$ cat src/pn3d_fmul.sv
// One pipelined fixed-point multiply with round-half-up back to FRAC_BITS.
// Depends on nothing; used by the noise top level.
module pn3d_fmul #(
   parameter int FRAC_BITS = 16,
   parameter int A_W = 24,
   parameter int B_W = 24,
   parameter int P_W = 24
) (
   input  logic                  clock,
   input  logic                  enable,
   input  logic signed [A_W-1:0] a_in,
   input  logic signed [B_W-1:0] b_in,
   output logic signed [P_W-1:0] p_out
);
   localparam int FULL_W = A_W + B_W;
   logic signed [FULL_W-1:0] prod;
   logic signed [FULL_W-1:0] rnd;

   // round to nearest, ties up, then register
   assign prod = FULL_W'(a_in) * FULL_W'(b_in);
   assign rnd  = (prod + (FULL_W'(1) <<< (FRAC_BITS - 1))) >>> FRAC_BITS;

   always_ff @(posedge clock) begin
      if (enable) begin
         p_out <= P_W'(rnd);
      end
   end
endmodule

$ cat config.mk
export PLATFORM = sky130hd
export DESIGN_NAME = pn3d_fmul
export DESIGN_NICKNAME = d
export VERILOG_FILES = /design/src/pn3d_fmul.sv
export SDC_FILE = /design/constraint.sdc
export NUM_CORES = 1
export LEC_CHECK = 0
export BUFFER_PORTS_ARGS = -buffer_cell sky130_fd_sc_hd__buf_2
export CAP_MARGIN = 20
export CORE_MARGIN = 5
export CORE_UTILIZATION = 63
export DETAILED_ROUTE_END_ITERATION = 16
export GPL_TIMING_DRIVEN = 0
export PLACE_DENSITY_LB_ADDON = 0.05
export SLEW_MARGIN = 20
export SYNTH_ARGS = -nofsm -noshare
export SYNTH_HDL_FRONTEND = slang
export SYNTH_SLANG_ARGS = --single-unit
$ cat constraint.sdc
create_clock -name clock -period 9.25 [get_ports clock]
set_input_delay 0.4625 -clock clock [delete_from_list [all_inputs] [get_ports clock]]
set_output_delay 0.4625 -clock clock [all_outputs]
set_load 0.02 [all_outputs]
== Word level (Yosys, flattened, before mapping) ==
Index checks and enable logic that the tools add are counted.
Operators by class
  add/sub/neg operators: 1
  multiply operators: 1
Operators by type and width (count)
  40-bit by 17-bit adder with 40-bit output, second input constant: 1
  24-bit by 24-bit multiplier with 40-bit output: 1
Storage, ports and cells
  flip-flop bits (word level): 24
  bits of input ports: 50
  output and inout bits: 24
  word-level logic and storage cells: 3

== Longest topological paths before layout ==
  depth in word-level cells: 2
  gate-level depth with buffers: 26
  gate-level depth less buffers: 24

== Worst setup path after synthesis ==
No wires, ideal clock.
  path type: input to register
  from: input a_in[23]
  to: register p_out[21], data pin
  library setup time: 0.258 ns
  arrival time: 6.839 ns
  data required time: 8.992 ns
  slack: 2.153 ns
  cell stages on the path: 23
  path buffers: 1
  cells stage by stage: clkbuf_1 nand2_1 inv_1 fa_1 inv_1 fa_1 inv_1 fa_1 fa_1 fa_1 fa_1 inv_1 fa_1 inv_1 ha_1 a21oi_1 o21ai_0 or4_1 or3_1 o22ai_4 o31a_4 and2b_1 xnor2_1
Between the ends
  word-level cells in the longest chain between the ends: 2
Ends and longest elaborated chain
  start, declared: line 11  | input logic signed [A_W-1:0] a_in,
  24-bit by 24-bit multiplier with 40-bit output: line 20  | assign prod = FULL_W'(a_in) * FULL_W'(b_in);
  40-bit by 17-bit adder with 40-bit output: line 21  | assign rnd = (prod + (FULL_W'(1) <<< (FRAC_BITS - 1))) >>> FRAC_BITS;
  named net rnd[21]: line 17  | logic signed [FULL_W-1:0] rnd;
  end signal, assigned: line 25  | p_out <= P_W'(rnd);
  end, declared: line 13  | output logic signed [P_W-1:0] p_out
The timed path passes the listed nets, and every way through them passes these cells.
A chain may end at the register's enable or synchronous reset.

== Worst setup path in the final report ==
  from: input b_in[0]
  to: register p_out[21], data pin
Between the ends
  word-level cells in the longest chain between the ends: 2
Ends and longest elaborated chain
  start, declared: line 12  | input logic signed [B_W-1:0] b_in,
  24-bit by 24-bit multiplier with 40-bit output: line 20
  40-bit by 17-bit adder with 40-bit output: line 21
  named net rnd[21]: line 17
The timed path passes the listed nets, and every way through them passes these cells.

==> results.ini <==
[floorplan]
start_util_pct=63.9
fp.dieArea_um2=33700
ios=74
die_h_um=184
die_w_um=184
num_rows=63
core_area_um2=29700

[setup_path]
endpoint=p_out[21]$_DFFE_PP_
critPathLaunchType=input port
crit_path_end_kind=flop
path_class=in2reg
critPathLaunch=b_in[0]
cp_max_fo=10
arrival_ns=8.24
critPathRequiredTime_ns=9.27

[place]
dp_hpwl_mm=48.6
globalplace.congestion=1.06
port_buffers=71
dpl_worst_slack_ns=0.755

[logic_synthesis]
yosysTopAreaCellShare_pct=54.4
synthFlopType=edfxtp_1
synth_largest_area_cell=fa_1
ys_types=48
synth_edf_count=24
yosysWarnings=0
syn_avg_cell_area_um2=9.39
synth_seq_cells=24
yosysSeqAreaShare_pct=3.80
synthesis.nets=2707
synth_area_leaders=fa_1, inv_1, and2_1
netlist_instances=2022
syn-cell-area_um2=19000
synth.most_common_cell=inv_1
synthArstFlopShare_pct=0
synth_commonest_cells=inv_1, fa_1, and2_1

[global_routing]
grt_pass1_wl_mm=89.3
antenna_found_initial=3
grt_pass1_vias=15724
grt_usage_pct=35.6
grt_max_degree=25
grt_overflow=0

[detailed_routing]
drc=0
post_drt_via_cell_ratio=5.63
drt-wirelength-per-cell_um=22.8
vias=14018
firstDrtPassIters=6
wl_mm=56.8
ant_nets=0
drt_iter0_drc=1226

[clocking]
numCtsBuffers=3
cts_root_buffer=clkbuf_16
clkTransAtPathRegs_ns=0.07
clock-sinks=24
ctsHoldBuffers=0
clockBufferDepth=2
cts_tree=yes
cts_setup_buffers=0
post_cts_resized=0
cts-htree-levels=1

[timing]
worst_slew_pin_slew_ns=0.910
timing.final.crit_share_pct=88.9
fin_tns_setup_ns=0
period_minus_slack_ns=8.22
max_freq_mhz=122
slew_headroom_pct=39.3
hold_viol_final=0
finalWorstSetupSlack_ns=1.03
grt_setup_unrepaired=no
drv_slew=0
setup_viol=0

[layout]
top_register=p_out
top_regs=p_out (24)
area_growth_pct=5.02
drive_gt1_share_pct=4.20
largest_reg_flops=24
nNetsFinal=2783

[worst_hold_path]
hold_path.class=in2reg

[run_status]
status=finished, final reports clean

[job]
drv_cap=0

routing by layer:
metal,GRT usage (%),share of wire [%],vias up
li1,-,-,5904
met3,5.58,8.3,220
met2,59.6,49,705
met5,0,0.023,-
met1,44.9,36,7187
met4,19.2,7.2,2
through the flow:
stage | cell area, µm² | instances | util (%) | hold WS, ns
5_1_grt | 19900 | 2487 | 67.1 | 0.762
6_report | 19900 | 2489 | 67.1 | 0.743
2_1_floorplan | 19000 | 2022 | - | 0.575
4_1_cts | 19900 | 2487 | 67.1 | 0.739
3_3_place_gp | 19800 | 2483 | 66.7 | 0.907
3_5_place_dp | 19800 | 2483 | 66.7 | 0.906
worst max-delay path, cell delays in order:
cell,delay [ns]
buf_2,0.13
clkbuf_1,0.37
nand2_1,0.25
inv_1,0.11
fa_1,0.67
inv_1,0.13
fa_1,0.86
inv_1,0.23
fa_1,0.57
fa_1,0.45
fa_1,0.46
fa_1,0.53
inv_1,0.05
fa_1,0.47
inv_1,0.04
ha_1,0.31
a21oi_1,0.21
o21ai_0,0.26
or4_1,0.56
or3_1,0.39
o22ai_4,0.25
o31a_4,0.23
and2b_1,0.14
xnor2_1,0.08
placed cells by master, fill, tap and decap left out, drive strengths merged, types with 2 or more instances in the layout:
master / instances
a221oi: 2
a21oi: 28
nor2: 10
a31oi: 3
ha: 119
nand3: 8
o21bai: 4
clkbuf: 95
a21o: 4
o21a: 3
o21ai: 15
o2111ai: 2
and2: 276
buf: 71
o31a: 3
nor4: 4
xnor2: 33
diode: 2
nand2: 266
a211oi: 2
nor3: 6
nor2b: 13
xor2: 14
a21boi: 2
a2111oi: 3
edfxtp: 24
fa: 516
nand4: 3
inv: 541
or3: 5
nand2b: 7
how the worst min path moves through the flow:
stage | startpoint | endpoint | slack, ns | cells past startpoint
5_1_grt | enable | p_out[15]$_DFFE_PP_ | 0.76 | 1
2_1_floorplan | enable | p_out[0]$_DFFE_PP_ | 0.57 | 0
3_3_place_gp | p_out[11]$_DFFE_PP_ | p_out[11] | 0.91 | 1
4_1_cts | enable | p_out[16]$_DFFE_PP_ | 0.74 | 1
3_5_place_dp | p_out[11]$_DFFE_PP_ | p_out[11] | 0.91 | 1
6_report | enable | p_out[20]$_DFFE_PP_ | 0.74 | 1
area by class of cell:
cell class | instances | area [µm²]
Antenna cell | 2 | 5.00
Inverter | 541 | 2030
Multi-Input combinational cell | 1365 | 15900
Timing Repair Buffer | 71 | 355
Clock inverter | 1 | 30.0
Buffer | 92 | 345
Clock buffer | 3 | 75.1
Fill cell | 2494 | 9780
Tap cell | 390 | 488
Sequential cell | 24 | 721
cell families (layout without fill, tap and decap cells):
family | count (synthesis) | after routing | synth area share [%]
muxes | 1 | 1 | 0.0527
other | 0 | 2 | 0
DFF | 24 | 24 | 3.80
AOI/OAI and AO/OA | 77 | 77 | 2.91
buffers and inverters | 633 | 708 | 12.5
xor gates and xnor gates | 47 | 47 | 2.17
adders and majority gates | 635 | 635 | 62.3
and+or+nand+nor | 605 | 605 | 16.3
Power is not shown: default switching activity piles up to over one toggle a cycle in this logic, so the estimate is an artifact.
